`src/imma_pkg.sv`:
```
// Shared constants, codes and types of the matrix multiply-accumulate block.
// No dependencies.
package imma_pkg;

	localparam int IDX_W  = 6;
	localparam int MAX_N  = 1 << IDX_W;
	localparam int ADDR_W = 2 * IDX_W;
	localparam int DEPTH  = MAX_N * MAX_N;
	localparam int DATA_W = 32;
	localparam int SIZE_W = 7;
	localparam int OP_W   = 3;

	localparam logic [OP_W-1:0] OP_LOAD_A = 3'd0;
	localparam logic [OP_W-1:0] OP_LOAD_B = 3'd1;
	localparam logic [OP_W-1:0] OP_LOAD_C = 3'd2;
	localparam logic [OP_W-1:0] OP_COMPUTE = 3'd3;
	localparam logic [OP_W-1:0] OP_READ_C = 3'd4;

	localparam logic KIND_DONE = 1'b0;
	localparam logic KIND_READ = 1'b1;

	localparam logic [SIZE_W-1:0] SIZE_RESET = SIZE_W'(MAX_N);

	typedef enum logic [2:0] {
		ST_IDLE,
		ST_READ,
		ST_MUL,
		ST_WB,
		ST_RDC
	} st_t;

	typedef struct packed {
		logic              idle;
		logic              mul_en;
		logic              c_wr;
		logic              done;
		logic              rdc;
		logic [ADDR_W-1:0] a_addr;
		logic [ADDR_W-1:0] b_addr;
		logic [ADDR_W-1:0] c_addr;
	} seq_ctl_t;

endpackage

```
`src/imma_mac.sv`:
```
// Shared multiply-add unit: registered 32-bit wrapping product, then add to C.
// Depends on imma_pkg.
module imma_mac (
	input  logic                       clk,
	input  logic                       mul_en,
	input  logic [imma_pkg::DATA_W-1:0] a,
	input  logic [imma_pkg::DATA_W-1:0] b,
	input  logic [imma_pkg::DATA_W-1:0] c,
	output logic [imma_pkg::DATA_W-1:0] sum
);

	logic [imma_pkg::DATA_W-1:0] prod_s1;

	// low word of the product is the same for signed and unsigned operands
	always_ff @(posedge clk) begin
		if (mul_en) begin
			prod_s1 <= a * b;
		end
	end

	assign sum = c + prod_s1;

endmodule

```
`config.mk`:
```
export PLATFORM = sky130hd
export DESIGN_NAME = imma_mac
export DESIGN_NICKNAME = d
export VERILOG_FILES = /design/src/imma_pkg.sv /design/src/imma_mac.sv
export SDC_FILE = /design/constraint.sdc
export NUM_CORES = 1
export LEC_CHECK = 0
export BUFFER_PORTS_ARGS = -buffer_cell sky130_fd_sc_hd__buf_4
export CAP_MARGIN = 5
export CELL_PAD_IN_SITES_DETAIL_PLACEMENT = 2
export CELL_PAD_IN_SITES_GLOBAL_PLACEMENT = 2
export CORE_MARGIN = 2
export CORE_UTILIZATION = 41
export CTS_CLUSTER_DIAMETER = 100
export CTS_CLUSTER_SIZE = 30
export DETAILED_ROUTE_END_ITERATION = 7
export GPL_TIMING_DRIVEN = 0
export PLACE_DENSITY_LB_ADDON = 0.1
export SLEW_MARGIN = 20
export SYNTH_ARGS = -nofsm -noshare
export SYNTH_HDL_FRONTEND = slang
export SYNTH_SLANG_ARGS = --single-unit
```
`constraint.sdc`:
```
create_clock -name clk -period 8.68 [get_ports clk]
set_input_delay 0.434 -clock clk [delete_from_list [all_inputs] [get_ports clk]]
set_output_delay 0.434 -clock clk [all_outputs]
set_load 0.02 [all_outputs]
```
==> results.json <==
{
  "io_pins": 130,
  "grt_pass1_wl_mm": 106,
  "top_regs": "prod_s1 x32",
  "async_reset_ff_share_pct": 0,
  "crit_fanout": 10,
  "drc": 0,
  "numCtsBuffers": 5,
  "hold_violations": 0,
  "hpwl_mm": 58.6,
  "start_util_pct": 41.3,
  "drive_above_1_share_pct": 7.05,
  "ant_nets": 0,
  "fp.dieW_um": 214,
  "fin_crit_sh_pct": 97.2,
  "fin_nets": 2774,
  "critPathKind": "input port to register",
  "maxSlewHeadroom_pct": 17.7,
  "critPathMostFrequentCell": "fa_1",
  "critical_path_buf_inv_count": 8,
  "antenna_found_initial": 1,
  "slew_viol_final": 0,
  "avgSynthCellArea_um2": 9.13,
  "hp-class": "input port to register",
  "yosysWarnings": 0,
  "synthFlopType": "edfxtp_1",
  "ff_latch_area_um2": 961,
  "fill_cells": 4891,
  "gp_congestion": 0.916,
  "die_y_um": 214,
  "ys_top_cells_by_area": "fa_1, ha_1, and2_1",
  "cp-end-kind": "register",
  "viasPerCell": 5.29,
  "rsz0062_at_grt": "no",
  "cp_top_family": "adder cells",
  "routedWlPerCell_um": 25.8,
  "grt_pass1_vias": 17275,
  "htreeDepth": 2,
  "synth_top_area_cell": "fa_1",
  "cts.sinks": 32,
  "timing.final.crit_period_ps": 8430,
  "synth_nets": 2646,
  "gr-usage-all-layers_pct": 31.4,
  "ys_seq_area_share_pct": 5.30,
  "final_core_utilization_pct": 45.4,
  "ys_top_cells_by_count": "inv_1, fa_1, nand2_1, and2_1, ha_1",
  "required_ps": 8720,
  "postCtsHoldBufs": 0,
  "syn-instance-count": 1985,
  "cp.arrival_ps": 8480,
  "drt_iter0_drc": 575,
  "cts_resized": 0,
  "ctsRootBufferMaster": "clkbuf_16",
  "cpMaxStageDelayCell": "clkbuf_1",
  "io_buffer_count": 121,
  "tns_ps": 0,
  "hold_slack_ps": 551,
  "drt_wl_total_mm": 69.9,
  "cts_tree": "yes",
  "synth.distinct_cells": 56,
  "synth_edf_count": 32,
  "worst_slew_pin_slew_ps": 1240,
  "dieArea_mm2": 0.0459,
  "max_freq_mhz": 119,
  "synth_top_area_share_pct": 45.2,
  "multiInputGateArea_mm2": 0.0153,
  "via_count": 14319,
  "largest-register": "prod_s1",
  "syn_area_mm2": 0.0181,
  "largest_reg_flops": 32,
  "slowest_delay_ps": 870,
  "final-setup-viol-count": 0,
  "num_rows": 77,
  "core_mm2": 0.0439,
  "antenna_cells": 0,
  "grt_max_degree": 33,
  "start_kind": "input port",
  "areaGrowthSynthToFinish_pct": 9.98,
  "synth.most_common_cell": "inv_1",
  "clockBufferDepth": 2,
  "status": "finished clean",
  "clkTransAtPathRegs_ps": 60,
  "drt-pass1-iter-count": 5,
  "yosys_register_bits": 32,
  "max_cap_viol_count": 0,
  "post-cts-setup-buffers": 0,
  "grt_overflow_total": 0
}
[layer usage]
layer	vias to the layer above	share of wire, %	global-route usage [%]
met2	384	49	55.0
met3	144	4.6	3.63
met5	-	0	0
met1	7618	40	37.8
met4	0	6.4	16.9
li1	6173	-	-
[cell usage in the layout (no fill, tap or decap), drive strengths merged, types with 3 or more instances in the layout]
cell type	count
nor3	12
nand2b	6
nand3	9
clkbuf	89
inv	413
and3	3
nor2b	5
clkinv	3
nor2	23
o21a	15
xor2	20
or3	4
o211ai	3
a2111oi	3
nand4	5
a21o	19
fa	409
a21oi	51
o21ai	28
a211oi	7
nand2	277
xnor2	88
buf	122
ha	154
edfxtp	32
a31oi	3
and2	273
a211o	4
o21bai	9
[final timing paths]
check             start                    end  slack, ps  cells after the start
hold / removal     a[0]   prod_s1[0]$_DFFE_PP_        550                      2
setup / recovery   a[3]  prod_s1[30]$_DFFE_PP_        250                     26
[kinds of logic (layout without fill, tap and decap cells)]
family | Yosys count | count (layout) | share of synthesized area (%)
DFF | 32 | 32 | 5.30
xor gates and xnor gates | 108 | 108 | 5.22
AOI/OAI and AO/OA | 157 | 157 | 5.88
adders and majority gates | 563 | 563 | 55.8
buffers and inverters | 499 | 628 | 10.3
muxes | 1 | 1 | 0.0552
and+or+nand+nor | 625 | 625 | 17.4
[per-stage QoR]
step | std cells | setup WS, ps | instance area, um2
after detailed placement | 2699 | -116 | 19800
after CTS | 2707 | 177 | 19900
final | 2706 | 246 | 19900
after global routing | 2706 | 88.8 | 19900
after global placement | 2698 | 108 | 19800
after floorplan | 1985 | 1670 | 18100
[final cells by class]
cell class | instances | area share (%)
Multi-Input combinational cell | 1454 | 76.7
Inverter | 413 | 7.78
Sequential cell | 32 | 4.82
Timing Repair Buffer | 122 | 4.63
Tap cell | 592 | 3.72
Buffer | 85 | 1.65
Clock buffer | 5 | 0.628
Clock inverter | 3 | 0.0690
Power is not shown: default switching activity piles up to over one toggle a cycle in this logic, so the estimate is an artifact.
