$ cat src/imma_pkg.sv
// Shared constants, codes and types of the matrix multiply-accumulate block.
// No dependencies.
package imma_pkg;

	localparam int IDX_W  = 6;
	localparam int MAX_N  = 1 << IDX_W;
	localparam int ADDR_W = 2 * IDX_W;
	localparam int DEPTH  = MAX_N * MAX_N;
	localparam int DATA_W = 32;
	localparam int SIZE_W = 7;
	localparam int OP_W   = 3;

	localparam logic [OP_W-1:0] OP_LOAD_A = 3'd0;
	localparam logic [OP_W-1:0] OP_LOAD_B = 3'd1;
	localparam logic [OP_W-1:0] OP_LOAD_C = 3'd2;
	localparam logic [OP_W-1:0] OP_COMPUTE = 3'd3;
	localparam logic [OP_W-1:0] OP_READ_C = 3'd4;

	localparam logic KIND_DONE = 1'b0;
	localparam logic KIND_READ = 1'b1;

	localparam logic [SIZE_W-1:0] SIZE_RESET = SIZE_W'(MAX_N);

	typedef enum logic [2:0] {
		ST_IDLE,
		ST_READ,
		ST_MUL,
		ST_WB,
		ST_RDC
	} st_t;

	typedef struct packed {
		logic              idle;
		logic              mul_en;
		logic              c_wr;
		logic              done;
		logic              rdc;
		logic [ADDR_W-1:0] a_addr;
		logic [ADDR_W-1:0] b_addr;
		logic [ADDR_W-1:0] c_addr;
	} seq_ctl_t;

endpackage

$ cat src/imma_seq.sv
// Sequencer: walks i, k, j over the active size, one multiply-add at a time through the
// read, multiply and write-back states, and handles the read-back step. Depends on imma_pkg.
module imma_seq (
	input  logic                       clk,
	input  logic                       arst_n,
	input  logic                       start,
	input  logic                       read_go,
	input  logic [imma_pkg::IDX_W-1:0] last_idx,
	input  logic [imma_pkg::IDX_W-1:0] row,
	input  logic [imma_pkg::IDX_W-1:0] col,
	output imma_pkg::seq_ctl_t         ctl
);

	imma_pkg::st_t state_q, state_d;
	logic [imma_pkg::IDX_W-1:0] i_q, k_q, j_q;
	logic j_last, k_last, i_last, all_last;

	assign j_last   = (j_q == last_idx);
	assign k_last   = (k_q == last_idx);
	assign i_last   = (i_q == last_idx);
	assign all_last = j_last && k_last && i_last;

	always_comb begin
		state_d = state_q;
		case (state_q)
			imma_pkg::ST_IDLE: begin
				if (start) begin
					state_d = imma_pkg::ST_READ;
				end else if (read_go) begin
					state_d = imma_pkg::ST_RDC;
				end
			end
			imma_pkg::ST_READ: state_d = imma_pkg::ST_MUL;
			imma_pkg::ST_MUL:  state_d = imma_pkg::ST_WB;
			imma_pkg::ST_WB: begin
				state_d = all_last ? imma_pkg::ST_IDLE : imma_pkg::ST_READ;
			end
			imma_pkg::ST_RDC:  state_d = imma_pkg::ST_IDLE;
			default:           state_d = imma_pkg::ST_IDLE;
		endcase
	end

	always_ff @(posedge clk or negedge arst_n) begin
		if (!arst_n) begin
			state_q <= imma_pkg::ST_IDLE;
			i_q     <= '0;
			k_q     <= '0;
			j_q     <= '0;
		end else begin
			state_q <= state_d;
			if (state_q == imma_pkg::ST_IDLE && start) begin
				i_q <= '0;
				k_q <= '0;
				j_q <= '0;
			end else if (state_q == imma_pkg::ST_WB) begin
				// advance j fastest, then k, then i
				if (!j_last) begin
					j_q <= j_q + 1'b1;
				end else begin
					j_q <= '0;
					if (!k_last) begin
						k_q <= k_q + 1'b1;
					end else begin
						k_q <= '0;
						i_q <= i_q + 1'b1;
					end
				end
			end
		end
	end

	always_comb begin
		ctl.idle   = (state_q == imma_pkg::ST_IDLE);
		ctl.mul_en = (state_q == imma_pkg::ST_MUL);
		ctl.c_wr   = (state_q == imma_pkg::ST_WB);
		ctl.done   = (state_q == imma_pkg::ST_WB) && all_last;
		ctl.rdc    = (state_q == imma_pkg::ST_RDC);
		ctl.a_addr = {i_q, k_q};
		ctl.b_addr = {k_q, j_q};
		ctl.c_addr = (state_q == imma_pkg::ST_IDLE) ? {row, col} : {i_q, j_q};
	end

endmodule

$ cat config.mk
export PLATFORM = sky130hd
export DESIGN_NAME = imma_seq
export DESIGN_NICKNAME = d
export VERILOG_FILES = /design/src/imma_pkg.sv /design/src/imma_seq.sv
export SDC_FILE = /design/constraint.sdc
export NUM_CORES = 1
export LEC_CHECK = 0
export BUFFER_PORTS_ARGS = -buffer_cell sky130_fd_sc_hd__clkbuf_2
export CORE_MARGIN = 1.5
export CORE_UTILIZATION = 50
export CTS_BUF_LIST = sky130_fd_sc_hd__clkbuf_4
export DETAILED_ROUTE_END_ITERATION = 8
export PLACE_DENSITY = 0.81
export REMOVE_ABC_BUFFERS = 1
export SLEW_MARGIN = 30
export SYNTH_ARGS = -nofsm -noshare
export SYNTH_HDL_FRONTEND = slang
export SYNTH_SLANG_ARGS = --single-unit
$ cat constraint.sdc
create_clock -name clk -period 3.15 [get_ports clk]
set_input_delay 0.315 -clock clk [delete_from_list [all_inputs] [get_ports clk]]
set_output_delay 0.315 -clock clk [all_outputs]
set_load 0.1 [all_outputs]
==> reports/qor.yml, run 1 <==
run_status:
  status: "completed"
placed_design:
  post-place-ws_ns: 0.744
  place.gp.congestion: 0.889
  io_buffers: 62
  hpwl_um: 2890
  dp.cells: 269
floorplanning:
  rows: 20
  chipHeight_um: 61.0
  core-area_um2: 3130
  die_x_um: 61.0
  start_util: 0.538
  die_area_um2: 3720
  io_pins: 63
clock_tree:
  worstSkewPairLatency_ns: 0.32
  cts-root-buf: "clkbuf_4"
  cts.sinks: 21
  post-cts-setup-buffer-count: 0
  clk_pin_slew_ns: 0.12
  cts_tree: "built"
  cts_max_path_buffers: 2
  htreeDepth: 1
  cts_buffers: 3
routing:
  vias: 1472
  wirelength_um: 3800
  avgViaCountPerCell: 5.37
  detail_route.iter0.violations: 61
  drtPass1Iterations: 4
  wl_per_cell_um: 13.9
  drc: 0
  postRouteAntennaNets: 0
yosys:
  synth_seq_cells: 21
  synth_cells: 174
  yosysSeqAreaShare: 0.313
  synth-edff-count: 0
  synthArstFlopShare: 1.00
  netlist_area_um2: 1680
  ys.flop_type: "dfrtp_1"
  syn_area_per_cell_um2: 9.66
  synth_compound_area_frac: 0.0818
  synth-xor-area-share: 0.133
  synthSimpleGateAreaFrac: 0.270
  synth_warnings: 0
  synthMuxAreaShare: 0.116
  synth_top_family_by_area: "simple AND/OR/NAND/NOR gates"
  yosysUniqueCellTypes: 42
  synthAdderAreaFrac: 0.0223
setup_path:
  r2r_cells: 5
  worstSetupEndpointType: "output pin"
  r2r-end: "k_q[1]"
  crit_chain: "nand3b_4, inv_2, nand3_2, nor2_1, and2_1, clkbuf_2"
  reg2reg_slack_ns: 1.11
  r2r_start: "state_q[1]"
  path_max_fanout: 16
  critPathKind: "flop to output pin"
  cp-start-kind: "flop"
  cp_data_required_time_ns: 2.83
  critPathSlowestCell: "dfrtp_1"
  slowest_delay_ns: 0.47
  critPathTopFamily: "simple AND/OR/NAND/NOR gates"
  arrival_ns: 2.46
  path_buf_inv: 2
timing:
  rsz0062_at_grt: "false"
  min_period_ns: 2.78
  fin_tns_setup_ns: 0
  hold_viol_final: 0
  period_share: 0.881
  fmax_ghz: 0.360
  drv_slew: 0
  relSlewSlack: 0.595
  clock-skew-final_ns: 0.00261
  tightest_slew_ns: 0.605
  layout_setup_ws_ns: 0.373
  setup_viol: 0
power_and_ir_drop:
  power_mw: 1.74
  ir_worst_vdd_uv: 475
  p_per_area_nw_per_um2: 866
  p_leak_nw: 0.961
global_route:
  antenna_found_initial: 0
  grt_usage: 0.212
  grt_pass1_wl_um: 5890
  grt_pass1_vias: 1252
  grt_max_degree: 22
  grt_overflow: 0
flow_run:
  maxCapViolCount: 0
final_layout:
  diodes: 0
  stdcell_count: 274
  fillers: 272
  fin_nets: 256
  syn2layout_area_growth_pct: 19.7
  final_util: 0.644
  drive_gt1_frac: 0.439
worst_hold_path:
  hold_path_class: "input port to flop"
  holdPathStages: 2
  hold_start: "read_go"
  min_to: "state_q[2]"
## cell usage in the layout, fill, tap and decap left out, types with 2 or more instances in the layout
cell,netlist,layout
o21bai_1,3,3
nor3_1,8,8
and3_1,4,4
mux2_2,12,12
or2_2,6,6
nor4b_1,2,2
a211oi_1,2,2
inv_1,2,2
nand4_1,4,4
clkbuf_4,0,4
nor4_1,5,5
o21ai_0,6,6
xnor2_2,3,3
nand2_1,17,17
and3_2,2,2
o2111ai_1,2,2
ha_1,3,3
nor3b_1,2,2
nor2_1,6,6
nand4_2,2,2
a21oi_1,3,3
dfrtp_1,21,21
buf_4,6,3
o31ai_1,2,2
xor2_1,4,4
nand3_1,3,3
xnor2_1,16,16
mux2i_1,6,6
o211ai_1,3,3
nor4b_2,2,2
clkbuf_2,1,62
## Yosys cell counts, types with 5 or more instances
master,n,area share
nor3_1,8,0.024
buf_4,6,0.027
xnor2_1,16,0.083
o21ai_0,6,0.018
mux2_2,12,0.080
nor4_1,5,0.019
nor2_1,6,0.013
dfrtp_1,21,0.31
mux2i_1,6,0.036
or2_2,6,0.022
nand2_1,17,0.038
## final cells by class
cell class	instances	area, µm²	area share
clock buffer	4	30.0	0.0149
inverter	3	11.3	0.00559
multi-input combinational	136	1050	0.521
sequential	21	526	0.261
tap	44	55.1	0.0273
timing repair buffer	66	343	0.170
## power by group
part	total [mW]	leakage, nW	internal (mW)	switching (mW)
logic	1.21	0.658	0.252	0.957
registers	0.389	0.285	0.305	0.0842
clock network	0.146	0.0184	0.0582	0.0877
## how the worst max path moves through the flow
stage	to	slack [ns]	from	depth (start not counted)
3_3_place_gp	ctl[37]	0.74	state_q[2]	6
4_1_cts	ctl[37]	0.38	state_q[2]	6
2_1_floorplan	ctl[37]	-0.35	k_q[0]	4
6_report	ctl[37]	0.37	state_q[2]	6
3_5_place_dp	ctl[37]	0.74	state_q[2]	6
5_1_grt	ctl[37]	0.23	state_q[0]	6
## what timing repair did
action | 4_1_cts | 5_1_grt
endpoints found under the hold margin | 21 | 0
resized for setup | 0 | 0
hold buffers | 1 | 0
setup endpoints to repair | 0 | 0
## registers in the layout (all words and copies together) (netlist names)
signal	cells
i_q	6
j_q	6
k_q	6
state_q	3
## logic make-up (layout without fill, tap and decap cells)
kind of cell | Yosys count | count (layout)
AND/OR/NAND/NOR | 71 | 71
buffers and inverters | 17 | 73
adder cells (fa/ha/maj) | 3 | 3
multiplexers | 18 | 18
XOR/XNOR | 23 | 23
AO/OA/AOI/OAI | 21 | 21
flip-flops | 21 | 21
## routing by layer
metal | track usage | vias up | share of wire
met4 | 0.0652 | 0 | 0.0071
li1 | - | 735 | -
met2 | 0.339 | 47 | 0.49
met1 | 0.291 | 687 | 0.45
met5 | 0 | - | 0
met3 | 0.0405 | 3 | 0.056
## metrics by stage
stage | cell area (µm²) | hold slack, ns
floorplan | 1590 | 0.0194
global placement | 1970 | 0.318
detailed placement | 1970 | 0.326
CTS | 2010 | 0.232
global route | 2010 | 0.218
finish | 2010 | 0.234
(Power assumes the default switching activity.)
==> inputs of run 2 (changes only) <==
- ABC_AREA: not set -> 1
- clock period: 3.15 -> 3.29 ns (I/O delays scaled with it)
==> run 2 against run 1 <==
Flip-flop and latch count stayed put. Clock-buffer cell count fell by 1. First-iteration DRC count up 54%. Global-route usage up 2.1 points. Routed wire length grew 7.3%. Non-clock buffer count fell by 3. Register-to-register slack better by 0.10 ns. Clock skew up 0.0095 ns. Utilization down 3.0 points. Die area grew 2.7%. Critical endpoint unchanged.
==> reports/qor.yml, run 2 <==
run_status:
  status: "completed"
global_route:
  grt_overflow: 0
  grt_pass1_vias: 1493
  antenna_found_initial: 0
  grt_usage: 0.233
  grt_pass1_wl_um: 6610
  grt_max_degree: 25
clock_tree:
  cts.sinks: 21
  post-cts-setup-buffer-count: 0
  clk_pin_slew_ns: 0.13
  cts_buffers: 3
  cts-root-buf: "clkbuf_4"
  htreeDepth: 1
  cts_tree: "built"
  cts_max_path_buffers: 2
  worstSkewPairLatency_ns: 0.31
placed_design:
  io_buffers: 62
  dp.cells: 359
  post-place-ws_ns: 1.20
  hpwl_um: 3100
  place.gp.congestion: 0.902
timing:
  min_period_ns: 2.43
  clock-skew-final_ns: 0.0121
  period_share: 0.738
  layout_setup_ws_ns: 0.860
  tightest_slew_ns: 0.548
  rsz0062_at_grt: "false"
  drv_slew: 0
  setup_viol: 0
  hold_viol_final: 0
  fmax_ghz: 0.412
  relSlewSlack: 0.636
yosys:
  yosysUniqueCellTypes: 23
  yosysSeqAreaShare: 0.304
  netlist_area_um2: 1730
  yosys-top-cells-count: "101 x nand2_1, 30 x inv_1, 23 x nor2_1"
  synth_warnings: 0
  yosys.area.top_type: "dfrtp_1"
  synth-edff-count: 0
  synthTopCellsByArea: "dfrtp_1 30%, nand2_1 22%, inv_1 6.5%"
  syn_area_per_cell_um2: 6.57
  synthArstFlopShare: 1.00
  synth_cells: 263
  ys.flop_type: "dfrtp_1"
  synth_most_common_cell: "nand2_1"
  synth.top_cell.area_share: 0.304
  synth_seq_cells: 21
final_layout:
  stdcell_count: 364
  syn2layout_area_growth_pct: 18.5
  final_common_cell: "nand2_1"
  fin_nets: 344
  fillers: 328
  final_util: 0.614
  diodes: 0
  top_regs: "i_q x6, j_q x6, k_q x6"
  final_cell_mix: "101 x nand2_1, 62 x clkbuf_2, 30 x inv_1, 23 x nor2_1, 21 x dfrtp_1"
  drive_gt1_frac: 0.270
routing:
  detail_route.iter0.violations: 94
  drc: 0
  vias: 1743
  drtPass1Iterations: 4
  avgViaCountPerCell: 4.79
  postRouteAntennaNets: 0
  wirelength_um: 4070
  wl_per_cell_um: 11.2
floorplanning:
  io_pins: 63
  chipHeight_um: 61.8
  core-area_um2: 3340
  start_util: 0.518
  die_x_um: 61.8
  die_area_um2: 3820
  rows: 21
flow_run:
  maxCapViolCount: 0
setup_path:
  critPathKind: "flop to output pin"
  arrival_ns: 2.10
  worstSetupEndpointType: "output pin"
  crit_chain: "inv_1, nand2_1, nand2_1, nor2_1, nand3_2, nor2_1, nand2_1, nor2_1, clkbuf_2"
  cp_data_required_time_ns: 2.96
  critPathSlowestCell: "dfrtp_1"
  path_max_fanout: 7
  cp-start-kind: "flop"
  slowest_delay_ns: 0.49
worst_hold_path:
  hold_path_class: "input port to flop"
==> run 2: cell types whose count changed in the layout (fill, tap and decap cells not counted), sizes merged, moves of 7 or more <==
cell,before,now
or2,7,0
nand2,17,106
xnor2,19,5
o21ai,6,16
inv,3,35
nor2,6,26
nand3,4,15
mux2,12,0
==> run 2: layout make-up <==
| class | instances | area (µm²) | share of cell area |
|---|---|---|---|
| Clock buffer | 3 | 22.5 | 0.0110 |
| Clock inverter | 1 | 5.00 | 0.00244 |
| Inverter | 35 | 131 | 0.0641 |
| Multi-Input combinational cell | 195 | 986 | 0.481 |
| Sequential cell | 21 | 526 | 0.257 |
| Tap cell | 46 | 57.6 | 0.0281 |
| Timing Repair Buffer | 63 | 320 | 0.156 |
==> run 2: what timing repair did <==
action                                 CTS  global route
endpoints found under the hold margin   21             0
setup endpoints to repair                0             0
hold buffers                             1             0
gates resized for setup                  0             0
==> run 2: critical path, delay by kind of cell, from the launching register on <==
| kind | cells | cell delay (ns) |
|---|---|---|
| buf+inv | 2 | 0.57 |
| flops | 1 | 0.49 |
| simple gates | 7 | 0.73 |
==> run 2: logic make-up after synthesis <==
family,count (synthesis),synth area share
simple gates,161,0.418
buf+inv,47,0.126
flops,21,0.304
compound gates,16,0.0550
fa+ha+maj,3,0.0217
xor+xnor,15,0.0760
==> run 2: per-layer routing <==
layer,GRT usage,vias to the layer above,part of all wire
met5,0,-,0
met4,0.0821,0,0.011
met3,0.0352,4,0.039
met2,0.386,48,0.47
met1,0.310,773,0.48
li1,-,918,-
==> run 2: worst paths after layout <==
path / from / end / slack (ns) / cells past startpoint
hold / removal: start / state_q[2] / 0.21 / 2
min in group asynchronous: arst_n / j_q[4] / 0.52 / 2
setup reg to reg: state_q[1] / k_q[4] / 1.21 / 9
hold reg to reg: state_q[2] / state_q[1] / 0.52 / 1
max in group asynchronous: arst_n / i_q[2] / 2.41 / 2
setup / recovery: k_q[0] / ctl[37] / 0.86 / 9
==> run 2: through the flow <==
stage	cell area (µm²)	hold slack (ns)	TNS, ns
floorplan	1640	0.0334	-3.37
global placement	2010	0.331	0
global route	2050	0.206	0
CTS	2050	0.201	0
finish	2050	0.210	0
detailed placement	2010	0.337	0
Power of run 2 is not shown: default switching activity piles up to over one toggle a cycle in this logic, so the estimate is an artifact.
==> inputs of run 3 (changes only) <==
- clock period: 3.29 -> 2.35 ns (I/O delays scaled with it)
==> run 3 against run 2 <==
Clock-buffer cell count is 1 higher. Clock skew decreased by 0.0084 ns. First-iteration DRC count fell by 24%. Hold slack worse by 0.087 ns. Critical path type unchanged.
==> reports/qor.yml, run 3 (same netlist as run 2, synthesis figures left out) <==
clock_tree:
  cts_buffers: 3
  cts_max_path_buffers: 2
  worstSkewPairLatency_ns: 0.32
  post-cts-setup-buffer-count: 0
  clk_pin_slew_ns: 0.11
  cts-root-buf: "clkbuf_4"
  cts_tree: "built"
  htreeDepth: 1
  cts.sinks: 21
routing:
  detail_route.iter0.violations: 71
  vias: 1782
  avgViaCountPerCell: 4.88
  postRouteAntennaNets: 0
  drtPass1Iterations: 4
  wirelength_um: 4140
  wl_per_cell_um: 11.3
  drc: 0
final_layout:
  final_util: 0.622
  final_common_cell: "nand2_1"
  syn2layout_area_growth_pct: 20.0
  drive_gt1_frac: 0.276
  diodes: 0
  final_cell_mix: "101 x nand2_1, 53 x clkbuf_2, 30 x inv_1, 23 x nor2_1, 20 x dfrtp_1"
  fillers: 330
  top_regs: "i_q x6, j_q x6, k_q x6"
  fin_nets: 345
floorplanning:
  chipHeight_um: 61.8
  rows: 21
  die_x_um: 61.8
  io_pins: 63
  core-area_um2: 3340
  start_util: 0.518
  die_area_um2: 3820
worst_hold_path:
  holdPathStages: 2
  hold_start: "start"
  min_to: "state_q[2]"
  hold_path_class: "input port to flop"
setup_path:
  cp_data_required_time_ns: 2.12
  critPathSlowestCell: "buf_2"
  worstSetupEndpointType: "output pin"
  r2r_cells: 9
  reg2reg_slack_ns: 0.54
  r2r-end: "k_q[3]"
  arrival_ns: 1.95
  r2r_start: "state_q[1]"
  crit_chain: "nor2_2, inv_2, nor2_4, buf_4, nand2_1, o21ai_0, buf_2"
  path_max_fanout: 15
  cp-start-kind: "flop"
  slowest_delay_ns: 0.44
  critPathKind: "flop to output pin"
timing:
  drv_slew: 0
  fin_tns_setup_ns: 0
  fmax_ghz: 0.458
  tightest_slew_ns: 0.549
  clock-skew-final_ns: 0.00367
  rsz0062_at_grt: "false"
  min_period_ns: 2.18
  layout_setup_ws_ns: 0.166
  whs_ns: 0.123
  period_share: 0.929
  hold_viol_final: 0
  setup_viol: 0
  relSlewSlack: 0.634
run_status:
  status: "completed"
global_route:
  antenna_found_initial: 0
  grt_overflow: 0
  grt_pass1_wl_um: 6600
  grt_pass1_vias: 1541
  grt_max_degree: 22
  grt_usage: 0.231
placed_design:
  place.gp.congestion: 0.852
  post-place-ws_ns: 0.479
  io_buffers: 62
  hpwl_um: 3190
flow_run:
  maxCapViolCount: 0
[run 3: routing by layer]
metal | share of wire | global-route usage | vias to the layer above
li1 | - | - | 921
met1 | 0.46 | 0.298 | 810
met2 | 0.49 | 0.406 | 46
met3 | 0.043 | 0.0248 | 5
met4 | 0.015 | 0.0729 | 0
met5 | 0 | 0 | -
[run 3: metrics by stage]
step / std cells / instance area, µm²
after floorplan: 251 / 1640
after global placement: 360 / 2020
after detailed placement: 360 / 2020
after CTS: 365 / 2060
after global routing: 365 / 2080
final: 365 / 2080
[run 3: area by class of cell]
type / instances / area, µm² / share of cell area
sequential: 21 / 527 / 0.254
timing repair buffer: 64 / 344 / 0.166
tap: 46 / 57.6 / 0.0277
inverter: 35 / 131 / 0.0633
multi-input combinational: 195 / 986 / 0.475
clock buffer: 4 / 30.0 / 0.0145
[run 3: worst max path at each step]
stage	from	cells after the start	end
finish	state_q[1]	7	ctl[6]
global route	k_q[4]	8	ctl[37]
CTS	state_q[1]	7	ctl[11]
detailed placement	state_q[1]	7	ctl[11]
global placement	state_q[1]	7	ctl[11]
floorplan	k_q[0]	8	ctl[37]
[run 3: what timing repair did]
action	CTS	global route
setup endpoints to repair	0	9
hold endpoints to repair	21	0
hold buffers	1	0
gates resized for setup	0	14
[run 3: critical path, delay by kind of cell (launching register included)]
kind	cells	cell delay [ns]
compound gates	1	0.06
simple gates	3	0.41
flops	1	0.42
buf+inv	3	0.74
Power of run 3 is left out for the same reason.
